<file path="src/sv/htse_pkg.sv">
// Shared constants, types and helper functions of the HTML tag stripper.
package htse_pkg;

   localparam int ENT_NUM     = 6;
   localparam int ENT_MAX_LEN = 6;
   localparam int BUF_DEPTH   = 5;
   localparam int QUEUE_DEPTH = 2;

   typedef logic [7:0] byte_type;

   localparam byte_type CH_LT    = 8'h3C;
   localparam byte_type CH_GT    = 8'h3E;
   localparam byte_type CH_AMP   = 8'h26;
   localparam byte_type CH_SLASH = 8'h2F;
   localparam byte_type CH_SPACE = 8'h20;

   localparam byte_type ENT_TEXT [ENT_NUM][ENT_MAX_LEN] = '{
      '{8'h26, 8'h61, 8'h6D, 8'h70, 8'h3B, 8'h00},
      '{8'h26, 8'h6C, 8'h74, 8'h3B, 8'h00, 8'h00},
      '{8'h26, 8'h67, 8'h74, 8'h3B, 8'h00, 8'h00},
      '{8'h26, 8'h71, 8'h75, 8'h6F, 8'h74, 8'h3B},
      '{8'h26, 8'h23, 8'h33, 8'h39, 8'h3B, 8'h00},
      '{8'h26, 8'h6E, 8'h62, 8'h73, 8'h70, 8'h3B}
   };
   localparam logic [2:0] ENT_LEN [ENT_NUM] = '{3'd5, 3'd4, 3'd4, 3'd6, 3'd5, 3'd6};
   localparam byte_type ENT_VAL [ENT_NUM] = '{8'h26, 8'h3C, 8'h3E, 8'h22, 8'h27, 8'h20};

   localparam byte_type SCRIPT_NAME [6] = '{8'h73, 8'h63, 8'h72, 8'h69, 8'h70, 8'h74};
   localparam byte_type STYLE_NAME [5]  = '{8'h73, 8'h74, 8'h79, 8'h6C, 8'h65};

   // One queued item: a prefix of the old entity bytes, then at most one more byte.
   typedef struct packed {
      byte_type [BUF_DEPTH-1:0] ent_bytes;
      logic [2:0]               flush_n;
      logic                     has_extra;
      byte_type                 extra;
      logic                     last;
   } job_type;

   typedef struct packed {
      logic full;
      logic empty;
   } q_stat_type;

   function automatic byte_type to_lower(input byte_type b);
      return (b >= 8'h41 && b <= 8'h5A) ? byte_type'(b + 8'd32) : b;
   endfunction

endpackage

</file>
<file path="src/sv/htse_if.sv">
// Handshake interfaces of the request and response channels.
interface htse_req_if;
   logic       valid;
   logic       ready;
   logic [7:0] in_byte;
   logic       in_last;
   modport source (output valid, output in_byte, output in_last, input ready);
   modport sink (input valid, input in_byte, input in_last, output ready);
endinterface

interface htse_rsp_if;
   logic       valid;
   logic       ready;
   logic [7:0] out_byte;
   logic       out_has_byte;
   logic       out_run_last;
   logic       out_text_end;
   modport source (output valid, output out_byte, output out_has_byte,
                   output out_run_last, output out_text_end, input ready);
   modport sink (input valid, input out_byte, input out_has_byte,
                 input out_run_last, input out_text_end, output ready);
endinterface

</file>
<file path="src/sv/htse_front.sv">
// Front end: tag, script and entity state update, one job per accepted item.
module htse_front (
   input  logic                 clock,
   input  logic                 reset,
   htse_req_if.sink             req_chan,
   input  htse_pkg::q_stat_type q_stat,
   output logic                 push,
   output htse_pkg::job_type    job
);

   logic                open_ff, open_in;
   logic                script_ff, script_in;
   logic [3:0]          off_ff, off_in;
   logic [1:0]          flags_ff, flags_in;
   logic [2:0]          cnt_ff, cnt_in;
   htse_pkg::byte_type  ent_ff [htse_pkg::BUF_DEPTH];

   htse_pkg::byte_type  b;
   logic                last;
   logic                hit;
   logic [2:0]          hit_e;
   logic                pre_ok;
   logic                fresh;
   logic [3:0]          off_n;
   logic [2:0]          off_idx;
   logic                wr_en;
   logic [2:0]          wr_idx;
   htse_pkg::byte_type  wr_data;

   assign b              = req_chan.in_byte;
   assign last           = req_chan.in_last;
   assign req_chan.ready = !q_stat.full;
   assign push           = req_chan.valid && req_chan.ready;

   always_comb begin
      hit    = 1'b0;
      hit_e  = '0;
      pre_ok = 1'b1;
      for (int e = 0; e < htse_pkg::ENT_NUM; e++) begin
         pre_ok = 1'b1;
         for (int k = 0; k < htse_pkg::BUF_DEPTH; k++) begin
            if (k < int'(cnt_ff) && ent_ff[k] != htse_pkg::ENT_TEXT[e][k]) begin
               pre_ok = 1'b0;
            end
         end
         if (!hit && pre_ok && htse_pkg::ENT_LEN[e] > cnt_ff
             && htse_pkg::ENT_TEXT[e][cnt_ff] == b) begin
            hit   = 1'b1;
            hit_e = 3'(e);
         end
      end
   end

   assign off_n   = (off_ff == 4'd15) ? off_ff : off_ff + 4'd1;
   assign off_idx = 3'(off_n - 4'd1);

   always_comb begin
      open_in   = open_ff;
      script_in = script_ff;
      off_in    = off_ff;
      flags_in  = flags_ff;
      cnt_in    = cnt_ff;
      wr_en     = 1'b0;
      wr_idx    = '0;
      wr_data   = b;
      fresh     = 1'b0;
      for (int k = 0; k < htse_pkg::BUF_DEPTH; k++) begin
         job.ent_bytes[k] = ent_ff[k];
      end
      job.flush_n   = '0;
      job.has_extra = 1'b0;
      job.extra     = '0;
      job.last      = last;

      if (cnt_ff != 3'd0) begin
         if (hit) begin
            if (cnt_ff + 3'd1 == htse_pkg::ENT_LEN[hit_e]) begin
               cnt_in        = '0;
               job.has_extra = 1'b1;
               job.extra     = htse_pkg::ENT_VAL[hit_e];
            end else begin
               wr_en  = 1'b1;
               wr_idx = cnt_ff;
               cnt_in = cnt_ff + 3'd1;
            end
         end else begin
            job.flush_n = cnt_ff;
            cnt_in      = '0;
            fresh       = 1'b1;
         end
      end else begin
         fresh = 1'b1;
      end

      if (fresh) begin
         if (!open_ff) begin
            if (b == htse_pkg::CH_LT) begin
               open_in  = 1'b1;
               off_in   = '0;
               flags_in = 2'b11;
            end else if (script_ff) begin
               open_in = open_ff;
            end else if (b == htse_pkg::CH_AMP) begin
               wr_en   = 1'b1;
               wr_idx  = '0;
               wr_data = htse_pkg::CH_AMP;
               cnt_in  = 3'd1;
            end else begin
               job.has_extra = 1'b1;
               job.extra     = b;
            end
         end else begin
            off_in = off_n;
            if (off_n == 4'd1 && b == htse_pkg::CH_SLASH && script_ff) begin
               script_in = 1'b0;
            end
            if (flags_ff[0]) begin
               if (off_n <= 4'd6) begin
                  if (htse_pkg::to_lower(b) != htse_pkg::SCRIPT_NAME[off_idx]) begin
                     flags_in[0] = 1'b0;
                  end
               end else begin
                  script_in   = 1'b1;
                  flags_in[0] = 1'b0;
               end
            end
            if (flags_ff[1]) begin
               if (off_n <= 4'd5) begin
                  if (htse_pkg::to_lower(b) != htse_pkg::STYLE_NAME[off_idx]) begin
                     flags_in[1] = 1'b0;
                  end
               end else begin
                  script_in   = 1'b1;
                  flags_in[1] = 1'b0;
               end
            end
            if (b == htse_pkg::CH_GT) begin
               open_in       = 1'b0;
               job.has_extra = 1'b1;
               job.extra     = htse_pkg::CH_SPACE;
            end
         end
      end

      // At the end of the text a pending entity is given back literally.
      if (last) begin
         if (cnt_in != 3'd0) begin
            job.flush_n   = job.flush_n + cnt_in - 3'd1;
            job.has_extra = 1'b1;
            job.extra     = wr_data;
         end
         open_in   = 1'b0;
         script_in = 1'b0;
         off_in    = '0;
         flags_in  = '0;
         cnt_in    = '0;
      end
   end

   always_ff @(posedge clock) begin
      if (reset) begin
         open_ff   <= 1'b0;
         script_ff <= 1'b0;
         off_ff    <= '0;
         flags_ff  <= '0;
         cnt_ff    <= '0;
      end else if (push) begin
         open_ff   <= open_in;
         script_ff <= script_in;
         off_ff    <= off_in;
         flags_ff  <= flags_in;
         cnt_ff    <= cnt_in;
      end
   end

   always_ff @(posedge clock) begin
      if (push && wr_en) begin
         ent_ff[wr_idx] <= wr_data;
      end
   end

endmodule

</file>
<file path="src/sv/htse_queue.sv">
// Job queue between the front end and the result sequencer.
module htse_queue #(
   parameter int DEPTH = htse_pkg::QUEUE_DEPTH
) (
   input  logic                 clock,
   input  logic                 reset,
   input  logic                 push,
   input  htse_pkg::job_type    push_job,
   input  logic                 pop,
   output htse_pkg::job_type    pop_job,
   output htse_pkg::q_stat_type q_stat
);

   localparam int PtrW = $clog2(DEPTH);
   localparam int CntW = $clog2(DEPTH + 1);

   htse_pkg::job_type mem_ff [DEPTH];
   logic [PtrW-1:0]   wr_ptr_ff, wr_ptr_in;
   logic [PtrW-1:0]   rd_ptr_ff, rd_ptr_in;
   logic [CntW-1:0]   cnt_ff, cnt_in;

   assign wr_ptr_in = (wr_ptr_ff == PtrW'(DEPTH - 1)) ? '0 : wr_ptr_ff + 1'b1;
   assign rd_ptr_in = (rd_ptr_ff == PtrW'(DEPTH - 1)) ? '0 : rd_ptr_ff + 1'b1;

   always_comb begin
      cnt_in = cnt_ff;
      if (push && !pop) begin
         cnt_in = cnt_ff + 1'b1;
      end else if (pop && !push) begin
         cnt_in = cnt_ff - 1'b1;
      end
   end

   assign q_stat.full  = (cnt_ff == CntW'(DEPTH));
   assign q_stat.empty = (cnt_ff == '0);
   assign pop_job      = mem_ff[rd_ptr_ff];

   always_ff @(posedge clock) begin
      if (reset) begin
         wr_ptr_ff <= '0;
         rd_ptr_ff <= '0;
         cnt_ff    <= '0;
      end else begin
         cnt_ff <= cnt_in;
         if (push) begin
            wr_ptr_ff <= wr_ptr_in;
         end
         if (pop) begin
            rd_ptr_ff <= rd_ptr_in;
         end
      end
   end

   always_ff @(posedge clock) begin
      if (push) begin
         mem_ff[wr_ptr_ff] <= push_job;
      end
   end

endmodule

</file>
<file path="src/sv/htse_back.sv">
// Back end: expands one job into its result items through an output register.
module htse_back (
   input  logic                 clock,
   input  logic                 reset,
   input  htse_pkg::q_stat_type q_stat,
   input  htse_pkg::job_type    q_job,
   output logic                 pop,
   htse_rsp_if.source           rsp_chan
);

   htse_pkg::job_type  cur_ff;
   logic               cur_valid_ff;
   logic [2:0]         pos_ff;
   logic               rsp_valid_ff;
   htse_pkg::byte_type byte_ff;
   logic               has_byte_ff;
   logic               run_last_ff;
   logic               text_end_ff;

   logic [2:0]         total;
   logic               is_final;
   logic               skip;
   logic               advance;
   logic               fin;
   htse_pkg::byte_type res_byte;

   // A job that yields no byte and does not end the text gives no result item.
   assign total    = cur_ff.flush_n + {2'b00, cur_ff.has_extra};
   assign is_final = (total == 3'd0) || (pos_ff == total - 3'd1);
   assign skip     = cur_valid_ff && (total == 3'd0) && !cur_ff.last;
   assign advance  = cur_valid_ff && !skip && (!rsp_valid_ff || rsp_chan.ready);
   assign fin      = skip || (advance && is_final);
   assign pop      = !q_stat.empty && (!cur_valid_ff || fin);
   assign res_byte = (pos_ff < cur_ff.flush_n) ? cur_ff.ent_bytes[pos_ff] :
                     (cur_ff.has_extra ? cur_ff.extra : 8'h00);

   always_ff @(posedge clock) begin
      if (reset) begin
         rsp_valid_ff <= 1'b0;
         cur_valid_ff <= 1'b0;
         pos_ff       <= '0;
      end else begin
         if (advance) begin
            rsp_valid_ff <= 1'b1;
         end else if (rsp_chan.ready) begin
            rsp_valid_ff <= 1'b0;
         end
         if (pop) begin
            cur_valid_ff <= 1'b1;
            pos_ff       <= '0;
         end else if (fin) begin
            cur_valid_ff <= 1'b0;
         end else if (advance) begin
            pos_ff <= pos_ff + 3'd1;
         end
      end
   end

   always_ff @(posedge clock) begin
      if (pop) begin
         cur_ff <= q_job;
      end
      if (advance) begin
         byte_ff     <= res_byte;
         has_byte_ff <= (total != 3'd0);
         run_last_ff <= is_final;
         text_end_ff <= is_final && cur_ff.last;
      end
   end

   assign rsp_chan.valid        = rsp_valid_ff;
   assign rsp_chan.out_byte     = byte_ff;
   assign rsp_chan.out_has_byte = has_byte_ff;
   assign rsp_chan.out_run_last = run_last_ff;
   assign rsp_chan.out_text_end = text_end_ff;

endmodule

</file>
<file path="src/sv/html_tag_strip_entity_decode_core.sv">
// Top level of the HTML tag stripper with entity decoding.
// The first result of an item passes the job queue, the current-job register and the output register.
// Throughput: one input item per cycle while each item gives at most one result and rsp_chan
// is ready. The sequencer gives one result per cycle unless stalled; a job has n <= 6 results.
// Reset: synchronous; clears tag, script and entity state, the queue and the output register.
// The entity byte store is not cleared and needs no clearing pass.
module html_tag_strip_entity_decode_core #(
   parameter int QUEUE_DEPTH = htse_pkg::QUEUE_DEPTH
) (
   input  logic       clock,
   input  logic       reset,
   htse_req_if.sink   req_chan,
   htse_rsp_if.source rsp_chan
);

   htse_pkg::q_stat_type q_stat;
   htse_pkg::job_type    push_job;
   htse_pkg::job_type    pop_job;
   logic                 push;
   logic                 pop;

   htse_front u_front (
      .clock    (clock),
      .reset    (reset),
      .req_chan (req_chan),
      .q_stat   (q_stat),
      .push     (push),
      .job      (push_job)
   );

   htse_queue #(
      .DEPTH (QUEUE_DEPTH)
   ) u_queue (
      .clock    (clock),
      .reset    (reset),
      .push     (push),
      .push_job (push_job),
      .pop      (pop),
      .pop_job  (pop_job),
      .q_stat   (q_stat)
   );

   htse_back u_back (
      .clock    (clock),
      .reset    (reset),
      .q_stat   (q_stat),
      .q_job    (pop_job),
      .pop      (pop),
      .rsp_chan (rsp_chan)
   );

   assert property (@(posedge clock) disable iff (reset)
      q_stat.full |-> !req_chan.ready)
      else $error("Request taken while the job queue is full.");

   assert property (@(posedge clock) disable iff (reset)
      (req_chan.valid && req_chan.ready) |=> !q_stat.empty)
      else $error("Accepted item did not reach the job queue.");

   assert property (@(posedge clock) disable iff (reset)
      (rsp_chan.valid && !rsp_chan.out_has_byte) |->
         (rsp_chan.out_text_end && rsp_chan.out_run_last && rsp_chan.out_byte == 8'h00))
      else $error("Empty result item that is not an end-of-text marker.");

endmodule
</file>
<file path="src/flat_wrapper.sv">
// flat-port wrapper written by rule: the top's interface ports become plain ports
module html_tag_strip_entity_decode_core_flat 
#(
   parameter int QUEUE_DEPTH = htse_pkg::QUEUE_DEPTH
)
  (clock, reset, req_chan_valid, req_chan_in_byte, req_chan_in_last, req_chan_ready, rsp_chan_valid, rsp_chan_out_byte, rsp_chan_out_has_byte, rsp_chan_out_run_last, rsp_chan_out_text_end, rsp_chan_ready);
  htse_req_if req_chan_i ();
  htse_rsp_if rsp_chan_i ();
  input  logic clock;
  input  logic reset;
  input wire logic [$bits(req_chan_i.valid)-1:0] req_chan_valid;
  input wire logic [$bits(req_chan_i.in_byte)-1:0] req_chan_in_byte;
  input wire logic [$bits(req_chan_i.in_last)-1:0] req_chan_in_last;
  output wire logic [$bits(req_chan_i.ready)-1:0] req_chan_ready;
  output wire logic [$bits(rsp_chan_i.valid)-1:0] rsp_chan_valid;
  output wire logic [$bits(rsp_chan_i.out_byte)-1:0] rsp_chan_out_byte;
  output wire logic [$bits(rsp_chan_i.out_has_byte)-1:0] rsp_chan_out_has_byte;
  output wire logic [$bits(rsp_chan_i.out_run_last)-1:0] rsp_chan_out_run_last;
  output wire logic [$bits(rsp_chan_i.out_text_end)-1:0] rsp_chan_out_text_end;
  input wire logic [$bits(rsp_chan_i.ready)-1:0] rsp_chan_ready;
  assign req_chan_i.valid = req_chan_valid;
  assign req_chan_i.in_byte = req_chan_in_byte;
  assign req_chan_i.in_last = req_chan_in_last;
  assign req_chan_ready = req_chan_i.ready;
  assign rsp_chan_valid = rsp_chan_i.valid;
  assign rsp_chan_out_byte = rsp_chan_i.out_byte;
  assign rsp_chan_out_has_byte = rsp_chan_i.out_has_byte;
  assign rsp_chan_out_run_last = rsp_chan_i.out_run_last;
  assign rsp_chan_out_text_end = rsp_chan_i.out_text_end;
  assign rsp_chan_i.ready = rsp_chan_ready;
  html_tag_strip_entity_decode_core #(.QUEUE_DEPTH(QUEUE_DEPTH)) u_core (.clock(clock), .reset(reset), .req_chan(req_chan_i), .rsp_chan(rsp_chan_i));
endmodule
</file>
<file path="config.mk">
export PLATFORM = sky130hd
export DESIGN_NAME = html_tag_strip_entity_decode_core_flat
export DESIGN_NICKNAME = d
export VERILOG_FILES = /design/src/sv/htse_pkg.sv /design/src/sv/htse_if.sv /design/src/sv/htse_front.sv /design/src/sv/htse_queue.sv /design/src/sv/htse_back.sv /design/src/sv/html_tag_strip_entity_decode_core.sv /design/src/flat_wrapper.sv
export SDC_FILE = /design/constraint.sdc
export NUM_CORES = 1
export LEC_CHECK = 0
export BUFFER_PORTS_ARGS = -buffer_cell sky130_fd_sc_hd__buf_2
export CAP_MARGIN = 20
export CORE_MARGIN = 4
export CORE_UTILIZATION = 63
export DETAILED_ROUTE_END_ITERATION = 8
export GPL_ROUTABILITY_DRIVEN = 0
export PLACE_DENSITY = 0.8
export SETUP_SLACK_MARGIN = 0.15
export SYNTH_ARGS = -nofsm -noshare
export SYNTH_HDL_FRONTEND = slang
export SYNTH_HIERARCHICAL = 1
export SYNTH_SLANG_ARGS = --single-unit
</file>
<file path="constraint.sdc">
create_clock -name clock -period 6.6 [get_ports clock]
set_input_delay 0.66 -clock clock [delete_from_list [all_inputs] [get_ports clock]]
set_output_delay 0.66 -clock clock [all_outputs]
set_load 0.005 [all_outputs]
</file>
==> reports/results.ini, run 1 <==
[critical_path]
timing.critical_path.slowest_stage_cell = sky130_fd_sc_hd__nor4b_1
setup.worst_path.end_class = flip-flop
critical_path_startpoint_category = flip-flop
timing.critical_path.cells = nor4b_1, nand3_1, o22ai_1, nand4_1, nor2b_1, o22a_1, o21ai_0, inv_1, ha_1, nor3b_1, o21ai_0, a211o_1, a221oi_2, o32ai_2, inv_1, ha_1, inv_1, ha_1, xnor2_1, nand2_1, o41a_1, o41a_1, nand3_1
r2r_end = u_core/u_queue/mem_ff[1][12]$_DFFE_PP_
setup.worst_path.class = flip-flop to flip-flop
cp_data_required_time_ns = 6.96
critPathArrivalTime_ns = 6.30
cp_max_fo = 10
cpPeakStageDelay_ns = 0.64
r2r.worst_path.cells = 23
timing.rr.start = u_core/u_front/ent_ff[0][7]$_DFFE_PP_
worst-r2r-setup-slack_ns = 0.66
worst_setup_path_endpoint = u_core/u_queue/mem_ff[1][12]$_DFFE_PP_
startpoint_of_the_most_critical_setup_path = u_core/u_front/ent_ff[0][7]$_DFFE_PP_

[routing]
detail_route.wirelength_um = 24100
remaining_drc_errors = 0
post_drt_wl_per_cell_um = 21.9
number_of_vias_per_cell_after_detailed_routing = 6.54
ant_nets = 0
detailedRoute.firstPassIterationCount = 6
dr_total_vias = 7192
drt_first_iter_violations = 1103

[power_and_ir_drop]
pwr-share-comb_pct = 20.4
power.total_mw = 4.23
sw_frac_of_total_pct = 27.1
powerDensity_nw_per_um2 = 349
power.sequential.fraction_pct = 50.1
p_leak_nw = 4.28
vdd_drop_max_mv = 0.356
power.share.clock_pct = 29.5
cellInternalPower_mw = 3.08
total_switching_power_mw = 1.15

[synth]
syn_inst = 841
synth-seq-area-share_pct = 60.4
post_synth_and_or_nand_nor_area_fraction_pct = 10.8
post_synth.cell_area_avg_um2 = 13.3
ys_dominant_reg_cell = sky130_fd_sc_hd__edfxtp_1
yosys.area_share.adder_pct = 3.48
synth_cell_types = 78
synth_edf_count = 210
xor_and_xnor_fraction_of_the_mapped_netlist_area_pct = 2.91
combinational_family_with_the_most_area_after_synthesis = simple AND/OR/NAND/NOR gates
syn-cell-area_um2 = 11100
synth_compound_area_share_pct = 10.3
synth-seq-cells = 231
ys.warnings.count = 6
syn_nets = 885
async_flop_share_pct = 0
post_synth_mux_area_share_pct = 8.35

[floorplanning]
dieArea_um2 = 19900
std_cell_rows = 48
die_h_um = 141
coreArea_um2 = 17300
io_pins = 26
die_w_um = 141
floorplan.initialDensity_pct = 64.4

[clock_network]
cts_root_buf = sky130_fd_sc_hd__clkbuf_16
htree_num_levels = 1
clkSinkCount = 231
cts-root-to-sink-buffers = 3
cts_inserted_buffers = 23
worst_skew_pair.late_latency_ns = 0.51
cts.clk_slew.worst_paths_ns = 0.06
postCtsHoldBufs = 0
tritoncts = built

[global_route]
grt_pass1_vias = 7089
grt_max_degree = 56
globalRouteTotalUtil_pct = 24.1
grt_first_pass_wirelength_um = 38000
antenna_violations_before_repair = 0
globalRoute.totalOverflow = 0

[sta]
finalClockSkew_ns = 0.00879
setup_total_negative_slack_ns = 0
layout_min_cycle_time_ns = 5.94
rsz_0062_raised_after_global_routing = no
final_min_period_over_clock_period_pct = 90.0
max_clock_freq_ghz = 0.168
timing_max_transition_violations_final = 0
timing.final.setup_violations = 0
final_hold_viol_count = 0
tightest_slew_ns = 0.918
max-slew-margin-rel_pct = 38.7

[final_layout]
antenna-diode-count = 0
syn_to_final_growth_pct = 8.69
mostFrequentLayoutCells = 210 x sky130_fd_sc_hd__edfxtp_1, 56 x sky130_fd_sc_hd__mux2_2, 44 x sky130_fd_sc_hd__inv_1
mostFrequentLayoutCell = sky130_fd_sc_hd__edfxtp_1
finalNetCount = 902
fraction_of_final_layout_cells_with_drive_strength_greater_than_1_pct = 17.7

[placed_design]
port_buffers = 25
hpwlAfterDp_um = 15800

[worst_hold_path]
holdCritPathClass = flip-flop to flip-flop

[flow_run]
max_cap_viols = 0

[status]
status = finished clean

==> power groups by stage <==
stage	sequential [mW]	clock [mW]	combinational [mW]
after detailed placement	2.15	0	0.859
after floorplan	2.11	0	0.652
final	2.12	1.25	0.861
after global placement	2.13	0	0.823
after CTS	2.12	1.27	0.871
after global routing	2.15	1.34	0.935
==> sequential cells by signal, indices dropped and copies added, names as in the netlist, named ones only <==
name and cells:
u_core/u_front/off_ff 4, u_core/u_queue/cnt_ff 2, u_core/u_queue/rd_ptr_ff 1, u_core/u_queue/mem_ff 106, u_core/u_back/rsp_chan.out_byte 8, u_core/u_back/rsp_chan.out_run_last 1, u_core/u_back/pos_ff 3, u_core/u_front/ent_ff 40
u_core/u_front/flags_ff 2, u_core/u_front/cnt_ff 3, u_core/u_back/rsp_chan.out_has_byte 1, u_core/u_front/open_ff 1, u_core/u_front/script_ff 1, u_core/u_back/cur_valid_ff 1, u_core/u_back/rsp_chan.valid 1, u_core/u_back/rsp_chan.out_text_end 1
u_core/u_queue/wr_ptr_ff 1, u_core/u_back/cur_ff 53
==> routing by layer <==
| layer | part of all wire, % | routed length [um] | track usage [%] |
|---|---|---|---|
| met5 | 0 | 0 | 0 |
| met2 | 48 | 11500 | 39.2 |
| met1 | 41 | 9880 | 34.0 |
| met3 | 8.7 | 2090 | 3.66 |
| met4 | 2.6 | 631 | 7.34 |
==> Yosys cell counts (all sizes together), types with 7 or more instances <==
| cell type | instances | area [um^2] |
|---|---|---|
| nor2 | 37 | 139 |
| clkbuf | 17 | 63.8 |
| o22ai | 7 | 43.8 |
| nor3 | 15 | 80.1 |
| buf | 26 | 190 |
| xor2 | 13 | 114 |
| ha | 31 | 388 |
| a22oi | 14 | 105 |
| o31ai | 10 | 88.8 |
| or3 | 9 | 56.3 |
| xnor2 | 24 | 210 |
| nand2b | 16 | 100 |
| nand4 | 9 | 56.3 |
| nor3b | 9 | 77.6 |
| mux4 | 8 | 180 |
| inv | 45 | 169 |
| mux2 | 56 | 631 |
| nand2 | 39 | 146 |
| a21oi | 42 | 218 |
| o21ai | 34 | 170 |
| edfxtp | 210 | 6310 |
| a31oi | 13 | 87.6 |
| nand3 | 14 | 70.1 |
| mux2i | 12 | 120 |
| nor2b | 10 | 62.6 |
| dfxtp | 21 | 420 |
==> worst min path at each step <==
stage | start | end | slack (ns) | cells after the start
global route | u_core/u_front/ent_ff[0][3]$_DFFE_PP_ | u_core/u_queue/mem_ff[1][16]$_DFFE_PP_ | 0.50 | 0
floorplan | u_core/u_front/ent_ff[0][1]$_DFFE_PP_ | u_core/u_queue/mem_ff[0][14]$_DFFE_PP_ | 0.44 | 0
detailed placement | u_core/u_front/ent_ff[0][0]$_DFFE_PP_ | u_core/u_queue/mem_ff[0][13]$_DFFE_PP_ | 0.46 | 0
global placement | u_core/u_front/ent_ff[0][0]$_DFFE_PP_ | u_core/u_queue/mem_ff[0][13]$_DFFE_PP_ | 0.45 | 0
CTS | u_core/u_front/ent_ff[0][0]$_DFFE_PP_ | u_core/u_queue/mem_ff[1][13]$_DFFE_PP_ | 0.48 | 0
finish | u_core/u_front/ent_ff[0][0]$_DFFE_PP_ | u_core/u_queue/mem_ff[1][13]$_DFFE_PP_ | 0.48 | 0
==> cell type report <==
cell class / instances / area (um^2)
sequential: 231 / 6730
fill: 1110 / 5180
multi-input combinational: 521 / 4000
clock buffer: 25 / 583
tap: 225 / 282
timing repair buffer: 35 / 200
inverter: 46 / 173
clock inverter: 17 / 145
==> cells by family (layout without fill, tap and decap cells) <==
family,after synthesis,after routing
DFF,231,231
and+or+nand+nor,209,209
AOI/OAI and AO/OA,168,168
buffers and inverters,89,123
muxes,76,76
xor gates and xnor gates,37,37
adders and majority gates,31,31
==> per-stage QoR <==
step | instance area (um^2) | util [%] | setup WS (ns) | hold slack [ns] | instances
floorplan | 11100 | - | 0.623 | 0.436 | 841
global placement | 11400 | 65.8 | 1.09 | 0.449 | 1058
detailed placement | 11400 | 65.8 | 0.740 | 0.460 | 1058
CTS | 12100 | 70.0 | 0.752 | 0.481 | 1100
global route | 12100 | 70.0 | 0.153 | 0.504 | 1100
finish | 12100 | 70.0 | 0.658 | 0.477 | 1100
==> worst max-delay path, delay by kind of cell (launching register included) <==
kind	cells	cell delay (ns)
adder cells (fa/ha/maj)	3	0.59
XOR/XNOR	1	0.31
AO/OA/AOI/OAI	9	2.29
AND/OR/NAND/NOR	7	1.83
flip-flops	1	0.47
buffers and inverters	3	0.30
==> timing repair <==
action	4_1_cts	5_1_grt
resized for setup	0	1
endpoints found under the setup margin	0	2
buffers inserted	0	0
No activity file was read; power rests on OpenSTA's default activity.
==> run 2, diff against run 1 <==
--- a/config.mk
+++ b/config.mk
@@ -8,12 +8,12 @@
 export BUFFER_PORTS_ARGS = -buffer_cell sky130_fd_sc_hd__buf_2
 export CAP_MARGIN = 20
 export CORE_MARGIN = 4
-export CORE_UTILIZATION = 63
+export CORE_UTILIZATION = 48
 export DETAILED_ROUTE_END_ITERATION = 8
 export GPL_ROUTABILITY_DRIVEN = 0
-export PLACE_DENSITY = 0.8
 export SETUP_SLACK_MARGIN = 0.15
 export SYNTH_ARGS = -nofsm -noshare
 export SYNTH_HDL_FRONTEND = slang
 export SYNTH_HIERARCHICAL = 1
 export SYNTH_SLANG_ARGS = --single-unit
+export TNS_END_PERCENT = 5
==> reports/results.ini, run 2 (synthesis results as in run 1) <==
[critical_path]
r2r_end = u_core/u_queue/mem_ff[1][12]$_DFFE_PP_
cp.depth = 27  ; +17%
setup.worst_path.end_class = flip-flop
timing.rr.start = u_core/u_front/cnt_ff[0]$_SDFFE_PP0P_
r2r.worst_path.cells = 27  ; +17%
cp_data_required_time_ns = 6.96  ; about the same
worst_setup_path_endpoint = u_core/u_queue/mem_ff[1][12]$_DFFE_PP_
cpPeakStageDelay_ns = 0.72  ; +0.08 ns
critical_path_startpoint_category = flip-flop
cp_max_fo = 34  ; +24
critPathArrivalTime_ns = 6.18  ; -0.12 ns
worst-path-buf-inv = 5  ; +2
critical_path.most_common_cell = sky130_fd_sc_hd__ha_1
timing.critical_path.slowest_stage_cell = sky130_fd_sc_hd__o32ai_2
setup.worst_path.class = flip-flop to flip-flop
worst-r2r-setup-slack_ns = 0.78  ; +0.13 ns
critPathTopFamily = compound AO/OA/AOI/OAI gates
startpoint_of_the_most_critical_setup_path = u_core/u_front/cnt_ff[0]$_SDFFE_PP0P_

[clock_network]
postCtsSetupRepairBufs = 0  ; unchanged
cts_resized = 0  ; unchanged
clkSinkCount = 231  ; unchanged
tritoncts = built
cts_inserted_buffers = 25  ; +8.7%
cts.clk_slew.worst_paths_ns = 0.06  ; about the same
postCtsHoldBufs = 0  ; unchanged
worst_skew_pair.late_latency_ns = 0.50  ; about the same
cts-root-to-sink-buffers = 3  ; unchanged
cts_root_buf = sky130_fd_sc_hd__clkbuf_16
htree_num_levels = 1  ; unchanged

[routing]
routedLengthMet1_um = 11100  ; +13%
detail_route_met3_wl_um = 1630  ; -22%
topRoutingLayerUsed = met4
number_of_vias_per_cell_after_detailed_routing = 6.07  ; -7.2%
dr_total_vias = 7042  ; -2.1%
post_drt_wl_per_cell_um = 21.1  ; -3.9%
detailedRoute.firstPassIterationCount = 5  ; -1
drt_first_iter_violations = 778  ; -29%
ant_nets = 0  ; unchanged
remaining_drc_errors = 0  ; unchanged
detail_route.wirelength_um = 24500  ; +1.4%
wl_met2_um = 11100  ; -3.8%

[power_and_ir_drop]
powerDensity_nw_per_um2 = 345  ; -1.0%
power.total_mw = 4.21  ; -0.34%
pwr-share-comb_pct = 21.0  ; +0.6 points
power.share.clock_pct = 29.5  ; about the same
total_switching_power_mw = 1.12  ; -2.0%
cellInternalPower_mw = 3.09  ; +0.29%
sw_frac_of_total_pct = 26.7  ; -0.46 points
p_leak_nw = 4.27  ; -0.20%
power.sequential.fraction_pct = 49.5  ; -0.6 points
vdd_drop_max_mv = 0.246  ; -31%

[placed_design]
hpwlAfterDp_um = 16500  ; +4.4%
placed_cells = 1119  ; +5.8%
place_worst_setup_slack_ns = 0.877  ; +0.137 ns
port_buffers = 25  ; unchanged

[final_layout]
multiInputGateArea_um2 = 4000  ; unchanged
largestRegisters = u_core/u_queue/mem_ff (106), u_core/u_back/cur_ff (53), u_core/u_front/ent_ff (40)
mostFrequentLayoutCell = sky130_fd_sc_hd__edfxtp_1
num-fill-cells = 1896  ; +71%
regMostFlops = u_core/u_queue/mem_ff
antenna-diode-count = 0  ; unchanged
filler_free_cell_count_of_the_finished_design = 1161  ; +5.5%
largest_register_ffs = 106  ; unchanged
mostFrequentLayoutCells = 210 x sky130_fd_sc_hd__edfxtp_1, 56 x sky130_fd_sc_hd__mux2_2, 44 x sky130_fd_sc_hd__inv_1
finalNetCount = 905  ; +0.33%
syn_to_final_growth_pct = 9.44
final-seq-area_um2 = 6730  ; about the same
fraction_of_final_layout_cells_with_drive_strength_greater_than_1_pct = 17.0  ; -0.71 points

[global_route]
grt_first_pass_wirelength_um = 38200  ; +0.49%
grt_pass1_vias = 6870  ; -3.1%
globalRoute.totalOverflow = 0  ; unchanged
globalRouteTotalUtil_pct = 18.5  ; -5.6 points
antenna_violations_before_repair = 0  ; unchanged
grt_max_degree = 55  ; -1.8%

[sta]
tightest_slew_ns = 0.786  ; -0.132 ns
final_min_period_over_clock_period_pct = 88.1  ; -1.9 points
max_clock_freq_ghz = 0.172  ; +2.2%
setup_total_negative_slack_ns = 0  ; unchanged
timing.final.setup_violations = 0  ; unchanged
max-slew-margin-rel_pct = 47.6  ; +8.9 points
rsz_0062_raised_after_global_routing = no
finalClockSkew_ns = 0.00843  ; -0.000352 ns
final_hold_viol_count = 0  ; unchanged
timing_max_transition_violations_final = 0  ; unchanged
worst_hold_slack_ns = 0.480  ; +0.00293 ns
fin_ws_ns = 0.783  ; +0.125 ns
layout_min_cycle_time_ns = 5.82  ; -0.125 ns

[floorplanning]
die_h_um = 160  ; +14%
std_cell_rows = 55  ; +15%
dieArea_um2 = 25700  ; +29%
coreArea_um2 = 22700  ; +31%
io_pins = 26  ; unchanged
die_w_um = 160  ; +14%
floorplan.initialDensity_pct = 49.1  ; -15 points

[flow_run]
max_cap_viols = 0  ; unchanged

[worst_hold_path]
holdCritPathClass = flip-flop to flip-flop

[status]
status = finished clean

run 2: cell types whose count changed in the layout (fill, tap and decap cells not counted), sizes merged:
cell | previous run | this run
buf | 35 | 36
bufinv | 2 | 1
clkbuf | 25 | 30
clkinv | 14 | 10
clkinvlp | 0 | 1
inv | 47 | 46
run 2: metrics by stage:
stage | util (%) | area, um^2
2_1_floorplan | - | 11100
3_3_place_gp | 50.5 | 11500
3_5_place_dp | 50.5 | 11500
4_1_cts | 53.7 | 12200
5_1_grt | 53.7 | 12200
6_report | 53.7 | 12200
run 2: power groups by stage:
stage | clock, mW | combinational (mW) | sequential (mW)
after floorplan | 0 | 0.652 | 2.11
after global placement | 0 | 0.881 | 2.11
after detailed placement | 0 | 0.898 | 2.12
after CTS | 1.27 | 0.905 | 2.09
after global routing | 1.34 | 0.982 | 2.11
final | 1.24 | 0.885 | 2.09
run 2: area by class of cell:
type                    instances  share of cell area [%]
clock buffers                  30                    5.28
inverters                      46                    1.42
clock inverters                12                   0.708
well taps                     285                    2.92
flip-flops and latches        231                    55.2
repair buffers                 36                    1.70
multi-input cells             521                    32.8
run 2: how the worst min path moves through the flow:
stage | startpoint | endpoint | cells after the start
global placement | u_core/u_front/ent_ff[0][3]$_DFFE_PP_ | u_core/u_queue/mem_ff[0][16]$_DFFE_PP_ | 0
floorplan | u_core/u_front/ent_ff[0][1]$_DFFE_PP_ | u_core/u_queue/mem_ff[0][14]$_DFFE_PP_ | 0
CTS | u_core/u_front/ent_ff[0][0]$_DFFE_PP_ | u_core/u_queue/mem_ff[0][13]$_DFFE_PP_ | 0
global route | u_core/u_front/ent_ff[0][0]$_DFFE_PP_ | u_core/u_queue/mem_ff[0][13]$_DFFE_PP_ | 0
detailed placement | u_core/u_front/ent_ff[0][0]$_DFFE_PP_ | u_core/u_queue/mem_ff[0][13]$_DFFE_PP_ | 0
finish | u_core/u_front/ent_ff[4][1]$_DFFE_PP_ | u_core/u_queue/mem_ff[1][46]$_DFFE_PP_ | 0
run 2: metal layers:
layer  GRT usage [%]  vias to the layer above
li1                -                     3251
met1            26.8                     3425
met2            29.5                      302
met3            2.93                       64
met4            4.85                        0
met5               0                        -
